[config.mk]
export PLATFORM = sky130hd
export DESIGN_NAME = multi_window_moving_average_core
export DESIGN_NICKNAME = d
export VERILOG_FILES = /design/src/hw/rtl/mwma_pkg.sv /design/src/hw/rtl/mwma_ram.sv /design/src/hw/rtl/mwma_fifo.sv /design/src/hw/rtl/mwma_front.sv /design/src/hw/rtl/mwma_back.sv /design/src/hw/rtl/multi_window_moving_average_core.sv
export SDC_FILE = /design/constraint.sdc
export NUM_CORES = 2
export LEC_CHECK = 0
export ABC_AREA = 0
export BUFFER_PORTS_ARGS = -buffer_cell sky130_fd_sc_hd__buf_2
export CAP_MARGIN = 25
export CELL_PAD_IN_SITES_DETAIL_PLACEMENT = 1
export CELL_PAD_IN_SITES_GLOBAL_PLACEMENT = 2
export CORE_MARGIN = 1.5
export CORE_UTILIZATION = 53
export CTS_BUF_LIST = sky130_fd_sc_hd__clkbuf_4 sky130_fd_sc_hd__clkbuf_8
export CTS_CLUSTER_SIZE = 40
export DETAILED_ROUTE_END_ITERATION = 6
export PLACE_DENSITY_LB_ADDON = 0.1
export SLEW_MARGIN = 5
export SYNTH_ARGS = -nofsm -noshare
export SYNTH_HDL_FRONTEND = slang
export SYNTH_MEMORY_MAX_BITS = 65536
export SYNTH_SLANG_ARGS = --single-unit
[constraint.sdc]
create_clock -name clk -period 11.05 [get_ports clk]
set_input_delay 2.7625 -clock clk [delete_from_list [all_inputs] [get_ports clk]]
set_output_delay 2.7625 -clock clk [all_outputs]
set_load 0.1 [all_outputs]
[src/hw/rtl/mwma_pkg.sv]
// ----------------------------------------------------------------------------
// mwma_pkg
// Shared constants, types and helpers for the multi-window moving average.
// ----------------------------------------------------------------------------
package mwma_pkg;

  localparam int RING_DEPTH   = 256;
  localparam int MAX_WINDOWS  = 4;
  localparam int SAMPLE_BITS  = 16;

  localparam int LENGTH_REGS  = 4;
  localparam int NUM_SLOTS    = (MAX_WINDOWS < LENGTH_REGS) ? MAX_WINDOWS : LENGTH_REGS;
  localparam int ADDR_W       = $clog2(RING_DEPTH);
  localparam int FILL_W       = $clog2(RING_DEPTH + 1);
  localparam int LEN_W        = 9;
  localparam int SLOT_W       = 2;
  localparam int CNT_W        = 3;
  localparam int SUM_W        = 24;
  localparam int AVG_W        = 24;
  localparam int FRAC_BITS    = 8;
  localparam int NUM_W        = SUM_W + FRAC_BITS;
  localparam int DIV_STEPS    = 4;
  localparam int DIV_ITERS    = NUM_W / DIV_STEPS;
  localparam int STEP_W       = $clog2(DIV_ITERS);
  localparam int CFG_IDX_W    = 3;
  localparam int CFG_DATA_W   = 9;
  localparam int QUEUE_DEPTH  = 4;
  localparam int QPTR_W       = $clog2(QUEUE_DEPTH);
  localparam int QCNT_W       = $clog2(QUEUE_DEPTH + 1);

  localparam logic [CFG_IDX_W-1:0] CFG_WINDOW_COUNT   = 3'd0;
  localparam logic [CFG_IDX_W-1:0] CFG_LONGEST_WINDOW = 3'd1;
  localparam logic [CFG_IDX_W-1:0] CFG_SECOND_WINDOW  = 3'd2;
  localparam logic [CFG_IDX_W-1:0] CFG_THIRD_WINDOW   = 3'd3;
  localparam logic [CFG_IDX_W-1:0] CFG_FOURTH_WINDOW  = 3'd4;

  typedef struct packed {
    logic                              clear;
    logic [CNT_W-1:0]                  active;
    logic [NUM_SLOTS-1:0][LEN_W-1:0]   len;
  } ctrl_t;

  typedef struct packed {
    logic [SLOT_W-1:0]       slot;
    logic [LEN_W-1:0]        len;
    logic signed [SUM_W-1:0] sum;
    logic                    last;
  } job_t;

  function automatic logic [LEN_W-1:0] clamp_len(input logic [LEN_W-1:0] v,
                                                 input logic [LEN_W-1:0] top);
    logic [LEN_W-1:0] r;
    r = (v == '0) ? LEN_W'(1) : v;
    if (r > top) r = top;
    return r;
  endfunction

endpackage

[src/hw/rtl/mwma_ram.sv]
// ----------------------------------------------------------------------------
// mwma_ram
// Generic single write port, single read port RAM with registered read.
// ----------------------------------------------------------------------------
module mwma_ram #(
  parameter int WIDTH = 16,
  parameter int DEPTH = 256
) (
  input  logic                     clk,
  input  logic                     wr_en,
  input  logic [$clog2(DEPTH)-1:0] wr_addr,
  input  logic [WIDTH-1:0]         wr_data,
  input  logic [$clog2(DEPTH)-1:0] rd_addr,
  output logic [WIDTH-1:0]         rd_data
);

  logic [WIDTH-1:0] mem [DEPTH];
  logic [WIDTH-1:0] rd_data_r;

  always_ff @(posedge clk) begin
    if (wr_en) begin
      mem[wr_addr] <= wr_data;
    end
    rd_data_r <= mem[rd_addr];
  end

  assign rd_data = rd_data_r;

endmodule

[src/hw/rtl/mwma_fifo.sv]
// ----------------------------------------------------------------------------
// mwma_fifo
// Short job queue between the sum update front end and the divider.
// ----------------------------------------------------------------------------
module mwma_fifo (
  input  logic           clk,
  input  logic           rst_n,
  input  logic           push,
  input  mwma_pkg::job_t push_job,
  output logic           full,
  input  logic           pop,
  output mwma_pkg::job_t head,
  output logic           empty
);

  mwma_pkg::job_t                    entry_r [mwma_pkg::QUEUE_DEPTH];
  logic [mwma_pkg::QPTR_W-1:0]       wr_ptr_r;
  logic [mwma_pkg::QPTR_W-1:0]       rd_ptr_r;
  logic [mwma_pkg::QCNT_W-1:0]       count_r;
  logic                              do_push;
  logic                              do_pop;

  assign full    = (count_r == mwma_pkg::QCNT_W'(mwma_pkg::QUEUE_DEPTH));
  assign empty   = (count_r == '0);
  assign do_push = push && !full;
  assign do_pop  = pop && !empty;
  assign head    = entry_r[rd_ptr_r];

  always_ff @(posedge clk) begin
    if (do_push) begin
      entry_r[wr_ptr_r] <= push_job;
    end
  end

  always_ff @(posedge clk) begin
    if (!rst_n) begin
      wr_ptr_r <= '0;
      rd_ptr_r <= '0;
      count_r  <= '0;
    end else begin
      if (do_push) wr_ptr_r <= wr_ptr_r + 1'b1;
      if (do_pop)  rd_ptr_r <= rd_ptr_r + 1'b1;
      case ({do_push, do_pop})
        2'b10:   count_r <= count_r + 1'b1;
        2'b01:   count_r <= count_r - 1'b1;
        default: count_r <= count_r;
      endcase
    end
  end

  always_ff @(posedge clk) begin
    if (rst_n) begin
      assert (count_r <= mwma_pkg::QCNT_W'(mwma_pkg::QUEUE_DEPTH))
        else $error("job queue overfilled");
    end
  end

endmodule

[src/hw/rtl/mwma_front.sv]
// ----------------------------------------------------------------------------
// mwma_front
// Takes samples, updates the ring and the window sums, queues average jobs.
// ----------------------------------------------------------------------------
module mwma_front (
  input  logic                                 clk,
  input  logic                                 rst_n,
  input  mwma_pkg::ctrl_t                      ctrl,
  input  logic                                 in_push,
  input  logic signed [mwma_pkg::SAMPLE_BITS-1:0] in_sample,
  output logic                                 in_full,
  output logic                                 q_push,
  output mwma_pkg::job_t                       q_job,
  input  logic                                 q_full
);

  localparam logic [2:0] S_IDLE  = 3'd0;
  localparam logic [2:0] S_READ  = 3'd1;
  localparam logic [2:0] S_ACC   = 3'd2;
  localparam logic [2:0] S_WRITE = 3'd3;
  localparam logic [2:0] S_EMIT  = 3'd4;

  localparam int SB = mwma_pkg::SAMPLE_BITS;

  logic [2:0]                       state_r;
  logic [mwma_pkg::SLOT_W-1:0]      slot_r;
  logic [SB-1:0]                    sample_r;
  logic [mwma_pkg::ADDR_W-1:0]      np_r;
  logic [mwma_pkg::ADDR_W-1:0]      newest_r;
  logic [mwma_pkg::FILL_W-1:0]      fill_r;
  logic signed [mwma_pkg::SUM_W-1:0] sums_r [mwma_pkg::NUM_SLOTS];

  logic [mwma_pkg::LEN_W-1:0]       cur_len;
  logic [mwma_pkg::ADDR_W-1:0]      rd_addr;
  logic [SB-1:0]                    rd_data;
  logic [SB-1:0]                    old;
  logic signed [SB:0]               diff;
  logic signed [mwma_pkg::SUM_W-1:0] diff_ext;
  logic [mwma_pkg::FILL_W-1:0]      fill_nxt;
  logic                             wr_en;

  assign cur_len  = ctrl.len[slot_r];
  assign rd_addr  = np_r - cur_len[mwma_pkg::ADDR_W-1:0];
  assign old      = (fill_r >= mwma_pkg::FILL_W'(cur_len)) ? rd_data : '0;
  assign diff     = $signed({sample_r[SB-1], sample_r}) - $signed({old[SB-1], old});
  assign diff_ext = {{(mwma_pkg::SUM_W-SB-1){diff[SB]}}, diff};
  assign fill_nxt = (fill_r == mwma_pkg::FILL_W'(mwma_pkg::RING_DEPTH)) ? fill_r
                                                                         : fill_r + 1'b1;
  assign wr_en    = (state_r == S_WRITE);
  assign in_full  = (state_r != S_IDLE);
  assign q_push   = (state_r == S_EMIT) && !q_full;

  assign q_job.slot = slot_r;
  assign q_job.len  = cur_len;
  assign q_job.sum  = sums_r[slot_r];
  assign q_job.last = (slot_r == '0);

  mwma_ram #(
    .WIDTH (SB),
    .DEPTH (mwma_pkg::RING_DEPTH)
  ) u_ring (
    .clk     (clk),
    .wr_en   (wr_en),
    .wr_addr (np_r),
    .wr_data (sample_r),
    .rd_addr (rd_addr),
    .rd_data (rd_data)
  );

  always_ff @(posedge clk) begin
    if (!rst_n || ctrl.clear) begin
      state_r  <= S_IDLE;
      slot_r   <= '0;
      newest_r <= '0;
      fill_r   <= '0;
      for (int i = 0; i < mwma_pkg::NUM_SLOTS; i++) sums_r[i] <= '0;
    end else begin
      case (state_r)
        S_IDLE: begin
          if (in_push) begin
            sample_r <= in_sample;
            np_r     <= newest_r + 1'b1;
            slot_r   <= '0;
            state_r  <= S_READ;
          end
        end
        S_READ: begin
          state_r <= S_ACC;
        end
        S_ACC: begin
          sums_r[slot_r] <= sums_r[slot_r] + diff_ext;
          if (slot_r == mwma_pkg::SLOT_W'(mwma_pkg::NUM_SLOTS - 1)) begin
            state_r <= S_WRITE;
          end else begin
            slot_r  <= slot_r + 1'b1;
            state_r <= S_READ;
          end
        end
        S_WRITE: begin
          newest_r <= np_r;
          fill_r   <= fill_nxt;
          if (fill_nxt >= mwma_pkg::FILL_W'(ctrl.len[0])) begin
            slot_r  <= mwma_pkg::SLOT_W'(ctrl.active - 1'b1);
            state_r <= S_EMIT;
          end else begin
            state_r <= S_IDLE;
          end
        end
        S_EMIT: begin
          if (!q_full) begin
            if (slot_r == '0) begin
              state_r <= S_IDLE;
            end else begin
              slot_r <= slot_r - 1'b1;
            end
          end
        end
        default: state_r <= S_IDLE;
      endcase
    end
  end

  property p_fill_bound;
    @(posedge clk) disable iff (!rst_n)
      fill_r <= mwma_pkg::FILL_W'(mwma_pkg::RING_DEPTH);
  endproperty
  a_fill_bound: assert property (p_fill_bound) else $error("fill count overran ring");

  property p_emit_slot;
    @(posedge clk) disable iff (!rst_n)
      q_push |-> (mwma_pkg::CNT_W'(slot_r) < ctrl.active);
  endproperty
  a_emit_slot: assert property (p_emit_slot) else $error("job for inactive window");

  property p_last_ends;
    @(posedge clk) disable iff (!rst_n || ctrl.clear)
      (q_push && q_job.last) |=> (state_r == S_IDLE);
  endproperty
  a_last_ends: assert property (p_last_ends) else $error("emit continued past last");

endmodule

[src/hw/rtl/mwma_back.sv]
// ----------------------------------------------------------------------------
// mwma_back
// Floor divides each queued window sum by its length, holds the result.
// ----------------------------------------------------------------------------
module mwma_back (
  input  logic                                 clk,
  input  logic                                 rst_n,
  input  mwma_pkg::job_t                       q_head,
  input  logic                                 q_empty,
  output logic                                 q_pop,
  output logic                                 out_empty,
  input  logic                                 out_pop,
  output logic [mwma_pkg::SLOT_W-1:0]          out_window_slot,
  output logic [mwma_pkg::LEN_W-1:0]           out_window_length,
  output logic signed [mwma_pkg::AVG_W-1:0]    out_average,
  output logic                                 out_last
);

  localparam logic [1:0] B_IDLE = 2'd0;
  localparam logic [1:0] B_DIV  = 2'd1;
  localparam logic [1:0] B_DONE = 2'd2;

  localparam int LW = mwma_pkg::LEN_W;
  localparam int NW = mwma_pkg::NUM_W;

  logic [1:0]                   state_r;
  logic [mwma_pkg::STEP_W-1:0]  step_r;
  logic [NW-1:0]                num_r;
  logic [LW-1:0]                rem_r;
  logic                         neg_r;
  logic [mwma_pkg::SLOT_W-1:0]  slot_r;
  logic [LW-1:0]                len_r;
  logic                         last_r;
  logic                         out_valid_r;
  logic [mwma_pkg::SLOT_W-1:0]  o_slot_r;
  logic [LW-1:0]                o_len_r;
  logic [mwma_pkg::AVG_W-1:0]   o_avg_r;
  logic                         o_last_r;

  logic [mwma_pkg::SUM_W-1:0]   mag;
  logic [NW-1:0]                num_nxt;
  logic [LW-1:0]                rem_nxt;
  logic [NW-1:0]                quot;
  logic                         load_out;

  assign q_pop    = (state_r == B_IDLE) && !q_empty;
  assign load_out = (state_r == B_DONE) && (!out_valid_r || out_pop);
  assign mag      = q_head.sum[mwma_pkg::SUM_W-1] ? -q_head.sum : q_head.sum;
  assign quot     = neg_r ? -(num_r + NW'(rem_r != '0)) : num_r;

  always_comb begin
    logic [LW:0]   t;
    logic [NW-1:0] n;
    logic [LW-1:0] r;
    n = num_r;
    r = rem_r;
    for (int k = 0; k < mwma_pkg::DIV_STEPS; k++) begin
      t = {r, n[NW-1]};
      n = {n[NW-2:0], 1'b0};
      if (t >= {1'b0, len_r}) begin
        t    = t - {1'b0, len_r};
        n[0] = 1'b1;
      end
      r = t[LW-1:0];
    end
    num_nxt = n;
    rem_nxt = r;
  end

  always_ff @(posedge clk) begin
    if (!rst_n) begin
      state_r     <= B_IDLE;
      step_r      <= '0;
      out_valid_r <= 1'b0;
    end else begin
      if (load_out) begin
        out_valid_r <= 1'b1;
      end else if (out_pop) begin
        out_valid_r <= 1'b0;
      end
      case (state_r)
        B_IDLE: begin
          if (!q_empty) begin
            num_r   <= {mag, {mwma_pkg::FRAC_BITS{1'b0}}};
            rem_r   <= '0;
            neg_r   <= q_head.sum[mwma_pkg::SUM_W-1];
            slot_r  <= q_head.slot;
            len_r   <= q_head.len;
            last_r  <= q_head.last;
            step_r  <= '0;
            state_r <= B_DIV;
          end
        end
        B_DIV: begin
          num_r  <= num_nxt;
          rem_r  <= rem_nxt;
          step_r <= step_r + 1'b1;
          if (step_r == mwma_pkg::STEP_W'(mwma_pkg::DIV_ITERS - 1)) begin
            state_r <= B_DONE;
          end
        end
        B_DONE: begin
          if (load_out) begin
            state_r <= B_IDLE;
          end
        end
        default: state_r <= B_IDLE;
      endcase
    end
  end

  always_ff @(posedge clk) begin
    if (load_out) begin
      o_slot_r <= slot_r;
      o_len_r  <= len_r;
      o_avg_r  <= quot[mwma_pkg::AVG_W-1:0];
      o_last_r <= last_r;
    end
  end

  assign out_empty         = !out_valid_r;
  assign out_window_slot   = o_slot_r;
  assign out_window_length = o_len_r;
  assign out_average       = o_avg_r;
  assign out_last          = o_last_r;

  property p_no_pop_busy;
    @(posedge clk) disable iff (!rst_n)
      q_pop |=> (state_r == B_DIV) && (step_r == '0);
  endproperty
  a_no_pop_busy: assert property (p_no_pop_busy) else $error("divider load lost");

  property p_div_len;
    @(posedge clk) disable iff (!rst_n)
      (state_r == B_DIV) |-> (len_r != '0) && (rem_r < len_r);
  endproperty
  a_div_len: assert property (p_div_len) else $error("divider remainder out of range");

  property p_last_slot;
    @(posedge clk) disable iff (!rst_n)
      (out_valid_r && o_last_r) |-> (o_slot_r == '0);
  endproperty
  a_last_slot: assert property (p_last_slot) else $error("last on nonzero slot");

endmodule

[src/hw/rtl/multi_window_moving_average_core.sv]
// ----------------------------------------------------------------------------
// multi_window_moving_average_core
// Ring-based moving averages over up to four windows, 8 fraction bits.
// ----------------------------------------------------------------------------
// Front end: a ring read and a sum update for every window, a ring write, then,
// once the fill reaches the longest window, one emit per active window, each
// held while the job queue is full. Back end: a load, eight 4-bit divide steps
// and a hand-off per average, one average at a time, the hand-off held while an
// unpopped result is waiting. Reset is synchronous; a configuration write
// restarts averaging, stale ring entries are masked by the fill count.
module multi_window_moving_average_core (
  input  logic                                    clk,
  input  logic                                    rst_n,
  input  logic                                    cfg_we,
  input  logic [mwma_pkg::CFG_IDX_W-1:0]          cfg_index,
  input  logic [mwma_pkg::CFG_DATA_W-1:0]         cfg_data,
  input  logic                                    in_push,
  input  logic signed [mwma_pkg::SAMPLE_BITS-1:0] in_sample,
  output logic                                    full,
  output logic                                    empty,
  input  logic                                    pop,
  output logic [mwma_pkg::SLOT_W-1:0]             out_window_slot,
  output logic [mwma_pkg::LEN_W-1:0]              out_window_length,
  output logic signed [mwma_pkg::AVG_W-1:0]       out_average,
  output logic                                    out_last
);

  logic [mwma_pkg::CNT_W-1:0]   count_r;
  logic [mwma_pkg::LEN_W-1:0]   len_reg_r [mwma_pkg::LENGTH_REGS];
  logic [mwma_pkg::LEN_W-1:0]   longest;
  mwma_pkg::ctrl_t              ctrl;
  logic                         q_push;
  mwma_pkg::job_t               q_job;
  logic                         q_full;
  logic                         q_pop;
  mwma_pkg::job_t               q_head;
  logic                         q_empty;

  always_ff @(posedge clk) begin
    if (!rst_n) begin
      count_r      <= mwma_pkg::CNT_W'(4);
      len_reg_r[0] <= mwma_pkg::LEN_W'(256);
      len_reg_r[1] <= mwma_pkg::LEN_W'(64);
      len_reg_r[2] <= mwma_pkg::LEN_W'(16);
      len_reg_r[3] <= mwma_pkg::LEN_W'(4);
    end else if (cfg_we) begin
      case (cfg_index)
        mwma_pkg::CFG_WINDOW_COUNT:   count_r      <= cfg_data[mwma_pkg::CNT_W-1:0];
        mwma_pkg::CFG_LONGEST_WINDOW: len_reg_r[0] <= cfg_data;
        mwma_pkg::CFG_SECOND_WINDOW:  len_reg_r[1] <= cfg_data;
        mwma_pkg::CFG_THIRD_WINDOW:   len_reg_r[2] <= cfg_data;
        mwma_pkg::CFG_FOURTH_WINDOW:  len_reg_r[3] <= cfg_data;
        default: ;
      endcase
    end
  end

  assign longest = mwma_pkg::clamp_len(len_reg_r[0],
                                       mwma_pkg::LEN_W'(mwma_pkg::RING_DEPTH));

  always_comb begin
    ctrl.clear = cfg_we && (cfg_index <= mwma_pkg::CFG_FOURTH_WINDOW);
    if (count_r == '0) begin
      ctrl.active = mwma_pkg::CNT_W'(1);
    end else if (count_r > mwma_pkg::CNT_W'(mwma_pkg::NUM_SLOTS)) begin
      ctrl.active = mwma_pkg::CNT_W'(mwma_pkg::NUM_SLOTS);
    end else begin
      ctrl.active = count_r;
    end
    for (int i = 0; i < mwma_pkg::NUM_SLOTS; i++) begin
      ctrl.len[i] = mwma_pkg::clamp_len(len_reg_r[i], longest);
    end
  end

  mwma_front u_front (
    .clk       (clk),
    .rst_n     (rst_n),
    .ctrl      (ctrl),
    .in_push   (in_push),
    .in_sample (in_sample),
    .in_full   (full),
    .q_push    (q_push),
    .q_job     (q_job),
    .q_full    (q_full)
  );

  mwma_fifo u_queue (
    .clk      (clk),
    .rst_n    (rst_n),
    .push     (q_push),
    .push_job (q_job),
    .full     (q_full),
    .pop      (q_pop),
    .head     (q_head),
    .empty    (q_empty)
  );

  mwma_back u_back (
    .clk               (clk),
    .rst_n             (rst_n),
    .q_head            (q_head),
    .q_empty           (q_empty),
    .q_pop             (q_pop),
    .out_empty         (empty),
    .out_pop           (pop),
    .out_window_slot   (out_window_slot),
    .out_window_length (out_window_length),
    .out_average       (out_average),
    .out_last          (out_last)
  );

endmodule

==> flow_summary_export.csv <==
group,metric,value,unit
placement,gp_congestion,0.824,
floorplanning,core-area,340000,um2
yosys,synth.avg_cell_area,21.6,um2
clock_network,clock_latency,1220,ps
route,viasPerCell,6.23,
route,drt_wl_total,478000,um
power_and_ir_drop,p_leak,65.9,nW
timing,clock_skew,87.5,ps
floorplanning,io_pins,71,
yosys,synthXorXnorAreaFrac,0.521,%
route,drt_iter0_drc,9386,
yosys,synth_fa_ha_area_share,1.35,%
clock_network,cts_max_level,6,
floorplanning,num_rows,214,
yosys,async_flop_share,0,%
yosys,netlist-cell-type-count,69,
run,max_cap_violations,0,
power_and_ir_drop,ir_worst_vdd,0.000372,V
clock_network,clkTransAtPathRegs,60,ps
floorplanning,die_w,588,um
critical_path,critPathRequiredTime,11950,ps
global_route,antenna_found_initial,20,
clock_network,ctsResizeCount,0,
clock_network,cts_root_buffer,"clkbuf_8",
yosys,synth_edf_count,4486,
yosys,netlist_instances,8378,
clock_network,cts_tree,"done",
cells_and_area,drive_gt1_share,31.6,%
yosys,synth-seq-cells,4544,
global_route,grt-ovfl-total,0,
critical_path,start_kind,"register",
status,status,"finished, final reports clean",
yosys,syn-num-nets,8589,
route,ant_nets,0,
cells_and_area,mostFrequentLayoutCell,"edfxtp_1",
floorplanning,die_h,588,um
clock_network,cts_buffer_depth,4,
yosys,yosys.area_share.simple,2.26,%
route,drc,0,
timing,finalHoldViolations,0,
route,vias,89200,
hold_path,hold_class,"register to register",
floorplanning,initial_core_util,53.3,%
yosys,netlist_area,181000,um2
timing,setup_violations,0,
route,avgRoutedWirePerCell,33.4,um
power_and_ir_drop,design_power_total,42.4,mW
global_route,grt_max_degree,209,
placement,hpwl,286000,um
critical_path,path_class,"register to register",
floorplanning,dieArea,345000,um2
route,drt_first_pass_iters,5,
timing,clock.fmax,0.105,GHz
yosys,synthMuxAreaShare,18.3,%
clock_network,postCtsSetupBuffers,0,
critical_path,cp.arrival,10410,ps
yosys,ys_seq_area_share,75.0,%
timing,fin_crit,9510,ps
critical_path,crit_slowest_cell,"o2111a_1",
clock_network,cts_hold_buf,0,
timing,rsz0062_at_grt,"no",
global_route,first_global_vias,94100,
critical_path,cpPeakStageDelay,680,ps
cells_and_area,areaGrowthSynthToFinish,12.6,%
clock_network,cts_buffers,726,
cells_and_area,final_util,60.0,%
critical_path,cp-end-kind,"register",
cells_and_area,final_nets,9406,
timing,whs,426,ps
timing,slew_headroom,9.00,%
clock_network,clock-sinks,4544,
placement,port_buffers,70,
timing,tns,0,ps
timing,tightestPinTransition,1370,ps
timing,min_period_over_period,86.0,%
cells_and_area,layout_common_cells,"edfxtp_1 (4486), mux4_2 (1339), clkbuf_8 (735)",
global_route,grt_pass1_wl,689000,um
yosys,synth_top_family_by_area,"multiplexers",
yosys,synth-compound-area-share,1.28,%
global_route,track_usage,27.9,%
critical_path,cp_max_fo,18,
yosys,yosys_warnings,0,
yosys,synth_flop_cell,"edfxtp_1",
power_and_ir_drop,p_per_area,208,nW/um2
timing,drv_slew,0,
-- logic make-up (layout without fill, tap and decap cells) --
| kind of cell | count (synthesis) | after routing |
|---|---|---|
| fa+ha+maj | 178 | 178 |
| xor+xnor | 107 | 107 |
| other cells | 0 | 5 |
| simple gates | 921 | 921 |
| buf+inv | 620 | 2010 |
| compound gates | 374 | 374 |
| flops | 4544 | 4544 |
| mux | 1634 | 1634 |
-- layer usage --
metal / global-route usage, % / routed length, um / vias up
li1: - / - / 36500
met1: 40.0 / 198000 / 48200
met2: 44.1 / 230000 / 3738
met3: 4.79 / 34500 / 703
met4: 9.11 / 15400 / 4
met5: 0 / 26 / -
-- sequential cells by signal (all words and copies together) (netlist names), 16 cells and up, named ones only --
name / count
u_front.sums_r: 96
u_front.u_ring.rd_data: 16
u_back.out_average: 24
u_queue.entry_r: 144
u_front.u_ring.mem: 4096
u_back.num_r: 32
len_reg_r: 36
u_front.sample_r: 16
-- worst paths after layout --
check                   from         endpoint  slack [ps]  depth (start not counted)
max          u_back.len_r[1]  u_back.rem_r[5]        1540                         31
min            u_back.last_r  u_back.out_last         430                          0
max reg2reg  u_back.len_r[1]  u_back.rem_r[5]        1540                         31
min reg2reg    u_back.last_r  u_back.out_last         430                          0
-- power by group --
group          total [mW]  switching, mW  internal (mW)
Combinational        9.19           5.44           3.75
Clock                14.1           6.69           7.38
Sequential           19.2         0.0935           19.1
Total                42.4           12.2           30.2
-- critical path: cells and delay by family, from the launching register on --
family,cells,cell delay [ps]
AOI/OAI and AO/OA,15,4040
adders and majority gates,4,1660
buffers and inverters,3,610
DFF,1,500
muxes,3,1110
and+or+nand+nor,6,1320
-- metrics by stage --
step | worst slack [ps] | cell area [um2] | instances
final | 1540 | 204000 | 14300
after global routing | 898 | 204000 | 14300
after CTS | 1250 | 204000 | 14300
after detailed placement | 1320 | 190000 | 13000
after global placement | 1370 | 189000 | 13000
after floorplan | 2830 | 181000 | 8378
-- layout make-up --
type	count	area, um2
diodes	5	12.5
clock buffers	960	11800
clock inverters	341	2180
fillers	28400	136000
inverters	195	732
multi-input cells	3214	43200
flip-flops and latches	4544	136000
well taps	4536	5680
repair buffers	514	4560
-- synthesized netlist by cell type (10+ instances only) --
cell type  number  share of area, %
inv_1         195              0.40
and2_1         56              0.19
o21ai_0       111              0.31
o21a_1         14             0.058
mux2_2         20              0.12
fa_1           29              0.32
buf_2          40              0.11
dfxtp_1        58              0.64
nor3_1         49              0.14
o21bai_1       10             0.041
a21oi_1       108              0.30
nand2b_1       22             0.076
nor4_1         14             0.048
nor2b_1        32              0.11
ha_1          149               1.0
or2_2          12             0.041
a211oi_1       17             0.070
and3_1         12             0.041
nand4_1        11             0.038
nor2_1        472              0.98
mux2i_1       275               1.5
or3_1          11             0.038
xor2_1         39              0.19
mux4_2       1339                17
buf_1          61              0.13
xnor2_1        67              0.32
nand2_1       166              0.34
nand3_1        39              0.11
clkbuf_1      321              0.66
a21o_1         42              0.17
edfxtp_1     4486                74
No activity file was read; power rests on OpenSTA's default activity.
